[config.mk]
export PLATFORM = sky130hd
export DESIGN_NAME = mux_seven_segment_display_flat
export DESIGN_NICKNAME = d
export VERILOG_FILES = /design/src/hw/rtl/mssd_pkg.sv /design/src/hw/rtl/mssd_in_if.sv /design/src/hw/rtl/mssd_out_if.sv /design/src/hw/rtl/mux_seven_segment_display.sv /design/src/flat_wrapper.sv
export SDC_FILE = /design/constraint.sdc
export NUM_CORES = 1
export LEC_CHECK = 0
export BUFFER_PORTS_ARGS = -buffer_cell sky130_fd_sc_hd__buf_2
export CAP_MARGIN = 20
export CORE_UTILIZATION = 35
export DETAILED_ROUTE_END_ITERATION = 8
export PLACE_DENSITY_LB_ADDON = 0.25
export SLEW_MARGIN = 20
export SYNTH_ARGS = -nofsm -noshare
export SYNTH_HDL_FRONTEND = slang
export SYNTH_SLANG_ARGS = --single-unit
export TNS_END_PERCENT = 1
[constraint.sdc]
create_clock -name clk -period 3.35 [get_ports clk]
set_input_delay 0.1675 -clock clk [delete_from_list [all_inputs] [get_ports clk]]
set_output_delay 0.1675 -clock clk [all_outputs]
set_load 0.1 [all_outputs]
[src/hw/rtl/mssd_pkg.sv]
// Shared types, codes and the glyph table of the three-digit display driver.
// No dependencies.
package mssd_pkg;

	localparam int ValueWidth = 10;
	localparam int MaskWidth  = 3;
	localparam int CodeWidth  = 5;
	localparam int SegWidth   = 8;
	localparam int NumDigits  = 3;
	localparam int IndexWidth = 2;

	localparam logic CMD_UPDATE = 1'b0;
	localparam logic CMD_SCAN   = 1'b1;

	localparam logic [CodeWidth-1:0]  BLANK_CODE  = 5'd20;
	localparam logic [SegWidth-1:0]   BLANK_GLYPH = 8'hFD;
	localparam logic [SegWidth-1:0]   DOT_CLEAR   = 8'hFD;
	localparam logic [SegWidth-1:0]   DOT_DARK    = 8'h02;
	localparam logic [ValueWidth-1:0] MAX_VALUE   = 10'd999;

	localparam logic [SegWidth-1:0] GLYPHS [10] = '{
		8'h0A, 8'h7B, 8'h26, 8'h62, 8'h53, 8'hC2, 8'h82, 8'h6B, 8'h02, 8'h42
	};

	typedef logic [CodeWidth-1:0] code_t;

	typedef struct packed {
		code_t hund;
		code_t tens;
		code_t units;
	} digit_codes_t;

	typedef struct packed {
		logic [SegWidth-1:0]   segments_n;
		logic [NumDigits-1:0]  digit_enable_n;
		logic [IndexWidth-1:0] digit_index;
	} result_t;

	function automatic logic [SegWidth-1:0] glyph_of(input code_t code);
		logic [SegWidth-1:0] g;
		g = BLANK_GLYPH;
		if (code < 5'd10) begin
			g = GLYPHS[code[3:0]];
		end
		return g;
	endfunction

	// Saturate, split into decimal digits by parallel threshold compares,
	// then blank leading zeros.
	function automatic digit_codes_t split_value(input logic [ValueWidth-1:0] value);
		logic [ValueWidth-1:0] v;
		logic [3:0] h;
		logic [3:0] t;
		logic [6:0] r;
		logic [3:0] u;
		digit_codes_t d;
		v = (value > MAX_VALUE) ? MAX_VALUE : value;
		h = 4'd0;
		r = v[6:0];
		for (int k = 1; k < 10; k++) begin
			if (v >= 10'(k * 100)) begin
				h = 4'(k);
				r = 7'(v - 10'(k * 100));
			end
		end
		t = 4'd0;
		u = r[3:0];
		for (int k = 1; k < 10; k++) begin
			if (r >= 7'(k * 10)) begin
				t = 4'(k);
				u = 4'(r - 7'(k * 10));
			end
		end
		d.units = {1'b0, u};
		d.tens  = {1'b0, t};
		d.hund  = {1'b0, h};
		if (h == 4'd0) begin
			d.hund = BLANK_CODE;
			if (t == 4'd0) begin
				d.tens = BLANK_CODE;
			end
		end
		return d;
	endfunction

endpackage

[src/hw/rtl/mssd_in_if.sv]
// Input channel of the display driver: update or scan-tick beats.
// Depends on mssd_pkg.
interface mssd_in_if;
	logic                              valid;
	logic                              ready;
	logic                              cmd;
	logic [mssd_pkg::ValueWidth-1:0]   value;
	logic [mssd_pkg::MaskWidth-1:0]    point_mask;

	modport source (output valid, output cmd, output value, output point_mask, input ready);
	modport sink   (input valid, input cmd, input value, input point_mask, output ready);
endinterface

[src/hw/rtl/mssd_out_if.sv]
// Output channel of the display driver: one beat per scan tick.
// Depends on mssd_pkg.
interface mssd_out_if;
	logic                              valid;
	logic                              ready;
	logic [mssd_pkg::SegWidth-1:0]     segments_n;
	logic [mssd_pkg::NumDigits-1:0]    digit_enable_n;
	logic [mssd_pkg::IndexWidth-1:0]   digit_index;

	modport source (output valid, output segments_n, output digit_enable_n,
		output digit_index, input ready);
	modport sink   (input valid, input segments_n, input digit_enable_n,
		input digit_index, output ready);
endinterface

[src/hw/rtl/mux_seven_segment_display.sv]
// Three-digit multiplexed seven-segment display driver, top level.
// Depends on mssd_pkg, mssd_in_if, mssd_out_if.
//
//  channel  dir  beat contents                         notes
//  item     in   cmd, value[9:0], point_mask[2:0]      cmd 0 update, 1 scan tick
//  result   out  segments_n[7:0], digit_enable_n[2:0], one beat per scan tick
//                digit_index[1:0]
//
// One item per cycle while item.ready is high; scan results are registered.
// Updates write the digit registers directly and give no result.
// Results sit in a two-entry buffer (output register plus skid register);
// item.ready drops only while the skid register is full.
// Reset clears the digits to "000", the dot mask and the scan position.
module mux_seven_segment_display (
	input  logic       clk,
	input  logic       arst_n,
	mssd_in_if.sink    item,
	mssd_out_if.source result
);

	mssd_pkg::code_t                  digit_codes_q [mssd_pkg::NumDigits];
	logic [mssd_pkg::MaskWidth-1:0]   dot_mask_q;
	logic [mssd_pkg::IndexWidth-1:0]  scan_pos_q;

	mssd_pkg::digit_codes_t split;
	mssd_pkg::result_t      next_res;
	mssd_pkg::result_t      main_q;
	mssd_pkg::result_t      skid_q;
	logic                   main_vld_q;
	logic                   skid_vld_q;

	logic [mssd_pkg::IndexWidth-1:0]  pos;
	logic [mssd_pkg::SegWidth-1:0]    seg;
	logic                             beat;
	logic                             upd_acc;
	logic                             scan_acc;
	logic                             main_free;

	assign item.ready = !skid_vld_q;
	assign beat       = item.valid && item.ready;
	assign upd_acc    = beat && (item.cmd == mssd_pkg::CMD_UPDATE);
	assign scan_acc   = beat && (item.cmd == mssd_pkg::CMD_SCAN);
	assign main_free  = !main_vld_q || result.ready;

	assign split = mssd_pkg::split_value(item.value);

	always_comb begin
		// position 3 cannot occur; treat it as 0
		pos = (scan_pos_q == 2'd3) ? 2'd0 : scan_pos_q;
		seg = mssd_pkg::glyph_of(digit_codes_q[pos]) & mssd_pkg::DOT_CLEAR;
		if (!dot_mask_q[pos]) begin
			seg = seg | mssd_pkg::DOT_DARK;
		end
		next_res.segments_n     = seg;
		next_res.digit_enable_n = ~(3'b001 << pos);
		next_res.digit_index    = pos;
	end

	always_ff @(posedge clk or negedge arst_n) begin
		if (!arst_n) begin
			for (int i = 0; i < mssd_pkg::NumDigits; i++) begin
				digit_codes_q[i] <= '0;
			end
			dot_mask_q <= '0;
			scan_pos_q <= '0;
		end else begin
			if (upd_acc) begin
				digit_codes_q[0] <= split.units;
				digit_codes_q[1] <= split.tens;
				digit_codes_q[2] <= split.hund;
				dot_mask_q       <= item.point_mask;
			end
			if (scan_acc) begin
				scan_pos_q <= (pos == 2'd2) ? 2'd0 : pos + 2'd1;
			end
		end
	end

	always_ff @(posedge clk or negedge arst_n) begin
		if (!arst_n) begin
			main_vld_q <= 1'b0;
			skid_vld_q <= 1'b0;
		end else begin
			if (main_free) begin
				if (skid_vld_q) begin
					main_vld_q <= 1'b1;
					skid_vld_q <= 1'b0;
				end else begin
					main_vld_q <= scan_acc;
				end
			end else if (scan_acc) begin
				skid_vld_q <= 1'b1;
			end
		end
	end

	always_ff @(posedge clk) begin
		if (main_free) begin
			if (skid_vld_q) begin
				main_q <= skid_q;
			end else if (scan_acc) begin
				main_q <= next_res;
			end
		end else if (scan_acc) begin
			skid_q <= next_res;
		end
	end

	assign result.valid          = main_vld_q;
	assign result.segments_n     = main_q.segments_n;
	assign result.digit_enable_n = main_q.digit_enable_n;
	assign result.digit_index    = main_q.digit_index;

endmodule

[src/flat_wrapper.sv]
// flat-port wrapper written by rule: the top's interface ports become plain ports
module mux_seven_segment_display_flat 
  (clk, arst_n, item_valid, item_cmd, item_value, item_point_mask, item_ready, result_valid, result_segments_n, result_digit_enable_n, result_digit_index, result_ready);
  mssd_in_if item_i ();
  mssd_out_if result_i ();
  input  logic clk;
  input  logic arst_n;
  input wire logic [$bits(item_i.valid)-1:0] item_valid;
  input wire logic [$bits(item_i.cmd)-1:0] item_cmd;
  input wire logic [$bits(item_i.value)-1:0] item_value;
  input wire logic [$bits(item_i.point_mask)-1:0] item_point_mask;
  output wire logic [$bits(item_i.ready)-1:0] item_ready;
  output wire logic [$bits(result_i.valid)-1:0] result_valid;
  output wire logic [$bits(result_i.segments_n)-1:0] result_segments_n;
  output wire logic [$bits(result_i.digit_enable_n)-1:0] result_digit_enable_n;
  output wire logic [$bits(result_i.digit_index)-1:0] result_digit_index;
  input wire logic [$bits(result_i.ready)-1:0] result_ready;
  assign item_i.valid = item_valid;
  assign item_i.cmd = item_cmd;
  assign item_i.value = item_value;
  assign item_i.point_mask = item_point_mask;
  assign item_ready = item_i.ready;
  assign result_valid = result_i.valid;
  assign result_segments_n = result_i.segments_n;
  assign result_digit_enable_n = result_i.digit_enable_n;
  assign result_digit_index = result_i.digit_index;
  assign result_i.ready = result_ready;
  mux_seven_segment_display u_core (.clk(clk), .arst_n(arst_n), .item(item_i), .result(result_i));
endmodule
==> impl_metrics.ini <==
[drt]
num_vias = 4428
wire_per_inst_um = 16.6
wl_mm = 12.8
vias_per_cell = 5.74
drtIter0Drc = 383
drc = 0
ant_nets = 0
first_pass_iters = 5

[synth]
netlist_area_sq_um = 4100
yosysTopAreaCell = edfxtp_1
yosysTopAreaCellShare_pct = 19.1
ys.warnings.count = 0
synth.distinct_cells = 79
synth_area_per_cell_sq_um = 8.44
synth.top_cells.by_count = nand2_1 (71), nor2_1 (34), a21oi_1 (28), edfxtp_1 (26), o21ai_0 (25)
synth_seq_cells = 47
synth.area.mux_share_pct = 5.01
yosys.area_share.xor_xnor_pct = 0.855
synth.most_common_cell = nand2_1
synth_compound_area_share_pct = 26.4
syn_inst = 485
yosysSeqAreaShare_pct = 31.9
synth_top_family_by_area = compound AO/OA/AOI/OAI gates
synth-adder-area-share_pct = 7.27
async_reset_ff_share_pct = 44.7
synthSimpleGateAreaFrac_pct = 22.1
synthFlopType = edfxtp_1
synth_edf_count = 26
syn-num-nets = 526
synthTopCellsByArea = edfxtp_1 (19%), dfrtp_1 (13%), ha_1 (7.0%), nand2_1 (6.5%), a21oi_1 (3.4%)

[job]
maxCapViolations = 0

[die]
fp.dieH_um = 110
boundaryPins = 33
initial_utilization_pct = 35.9
num_rows = 39
die_area_sq_um = 12100
core_sq_um = 11400
die_w_um = 110

[grt]
grt_max_degree = 27
grt_overflow_total = 0
track_usage_pct = 21.7
grt_pass1_vias = 4104
met1_usage_pct = 28.2
grt.busiest_layer = met2
antenna_found_initial = 0
use_met2_pct = 36.9
grt_pass1_wl_mm = 20.6
grt_util_met3_pct = 1.65

[timing]
setup_tns_ns = -0.615
max_freq_ghz = 0.283
relSlewSlack_pct = 61.5
finalSetupViolCount = 5
worst_slack_ns = -0.181
slew_violations = 0
rsz0062_at_grt = true
min_period_ns = 3.53
fin_skew_ns = 0.00582
fin_crit_sh_pct = 105
worst_pin_slew_ns = 0.568
hold_viol_final = 0

[critical_path]
cp.arrival_ns = 3.69
cp_data_required_time_ns = 3.51
cp.buffers_inverters = 7
crit_family = compound AO/OA/AOI/OAI gates
crit_path_max_fanout = 4
cpPeakStageDelay_ns = 0.45
end_kind = register
cp_cell_sequence = buf_6 > nand4_1 > buf_6 > o21ai_4 > buf_6 > inv_2 > buf_4 > ha_4 > o21ai_4 > a21o_1 > buf_4 > buf_4 > a211o_1 > o211ai_1 > a211oi_4 > nor2_1 > a221o_1 > o32a_1 > a2111oi_4 > a21oi_1
critPathKind = input port to register
critPathSlowestCell = a211oi_4
start_kind = input port

[finish]
antenna_cells = 0
final_nets = 668
drive_gt1_share_pct = 39.2
n_fill_cell = 1083
regArea_sq_um = 1310
multi_input_area_sq_um = 2810
fin_area_sq_um = 5790
fin_util_pct = 50.7
area_growth_pct = 41.3

[clock_tree]
clockBufferDepth = 2
h-tree-depth = 2
numCtsBuffers = 5
clk_latency_ns = 0.28
cts.sinks = 47
cts_tree = done
root_buffer = clkbuf_16
path_clk_slew_ns = 0.06

[worst_hold_path]
hp-class = input port to register

[status]
violations = setup timing
status = finished, violations left

[pwr]
ir_worst_vdd_v = 0.000657
power_leakage_nw = 2.47
power.density_nw_per_um2 = 559

[placed_design]
gp_congestion = 0.950
post_dp_cell_area_sq_um = 5240
portBuffers = 32
hpwlAfterDp_mm = 9.81
-- report_power, final --
part	internal, mW	switching, mW	total [mW]
registers	0.815	0.0523	0.867
clock network	0.353	0.199	0.551
logic	0.703	1.11	1.81
total	1.87	1.36	3.23
-- state kept, by name, summed over array words and instances (netlist names) --
signal	flops
u_core.result.valid	1
u_core.scan_pos_q	2
u_core.result.digit_index	2
u_core.result.digit_enable_n	3
u_core.skid_q	13
u_core.result.segments_n	8
u_core.skid_vld_q	1
u_core.dot_mask_q	3
u_core.digit_codes_q	14
-- worst reg2reg max path: stages, from the launching register on --
cell and delay, ns:
dfrtp_1 0.41, inv_1 0.09, ha_1 0.45, nor2b_1 0.25
a21oi_1 0.37, inv_1 0.14, ha_1 0.21, nor3_1 0.20
a21oi_1 0.06, a211o_1 0.26, mux2_2 0.28
-- placed cells by master (no fill, tap or decap), drive strengths merged, types with 4 or more instances in the layout --
| cell | netlist | routed |
|---|---|---|
| dfrtp | 21 | 21 |
| buf | 23 | 168 |
| or3 | 8 | 8 |
| and2 | 6 | 6 |
| ha | 23 | 23 |
| and3 | 8 | 8 |
| a211oi | 7 | 7 |
| o31ai | 7 | 7 |
| o2111ai | 5 | 5 |
| a31oi | 7 | 7 |
| o311ai | 5 | 5 |
| nor2 | 34 | 34 |
| mux2i | 7 | 7 |
| o31a | 5 | 5 |
| nand4 | 6 | 6 |
| nor3 | 10 | 10 |
| xnor2 | 4 | 4 |
| mux2 | 12 | 12 |
| nand3 | 14 | 14 |
| clkbuf | 11 | 7 |
| o21ai | 33 | 33 |
| inv | 21 | 21 |
| a21oi | 29 | 29 |
| and4 | 4 | 4 |
| edfxtp | 26 | 26 |
| nand2 | 72 | 72 |
| a21o | 5 | 5 |
| o211ai | 9 | 9 |
| a211o | 6 | 6 |
-- layout make-up --
cell class                 count  area share [%]
timing repair buffer         169            21.4
inverter                      23            1.60
clock buffer                   7            2.29
multi-input combinational    381            48.5
tap                          143            3.09
clock inverter                 1           0.519
sequential                    47            22.6
-- final timing paths --
path,start,end,slack [ns],depth (start not counted)
setup / recovery,item_value[6],u_core.digit_codes_q[12],-0.18,20
max in group asynchronous,arst_n,u_core.scan_pos_q[0],2.60,2
min in group asynchronous,arst_n,u_core.digit_codes_q[13],0.40,2
setup reg to reg,u_core.scan_pos_q[0],u_core.result.segments_n[3],0.40,10
hold reg to reg,u_core.digit_codes_q[4],u_core.digit_codes_q[4],0.48,2
hold / removal,item_point_mask[1],u_core.dot_mask_q[1],0.09,3
-- metal layers --
metal  part of all wire [%]  vias to the layer above
li1                       -                     2092
met1                     44                     2131
met2                     48                      176
met3                    4.8                       29
met4                    3.2                        0
met5                      0                        -
-- cells by family (layout without fill, tap and decap cells) --
| logic type | after synthesis | in the layout |
|---|---|---|
| XOR/XNOR | 4 | 4 |
| AND/OR/NAND/NOR | 182 | 182 |
| flip-flops | 47 | 47 |
| multiplexers | 19 | 19 |
| buffers and inverters | 57 | 200 |
| adder cells (fa/ha/maj) | 24 | 24 |
| AO/OA/AOI/OAI | 152 | 152 |
-- per-stage QoR --
| stage | cells | hold WS, ns | total power [mW] | worst slack [ns] |
|---|---|---|---|---|
| 2_1_floorplan | 485 | -0.128 | 2.08 | -0.497 |
| 3_3_place_gp | 749 | 0.156 | 2.54 | -0.711 |
| 3_5_place_dp | 749 | 0.169 | 2.60 | -0.773 |
| 4_1_cts | 765 | 0.0822 | 3.20 | -0.223 |
| 5_1_grt | 771 | 0.102 | 3.45 | -0.372 |
| 6_report | 771 | 0.0867 | 3.23 | -0.181 |
-- timing repair --
action | in CTS | in global routing
hold buffers | 1 | 0
endpoints found under the setup margin | 7 | 7
buffers inserted | 7 | 6
pin swaps | 29 | 26
hold endpoints to repair | 21 | 0
gates resized for setup | 35 | 25
Note: power is estimated with default switching activity, not from simulation.
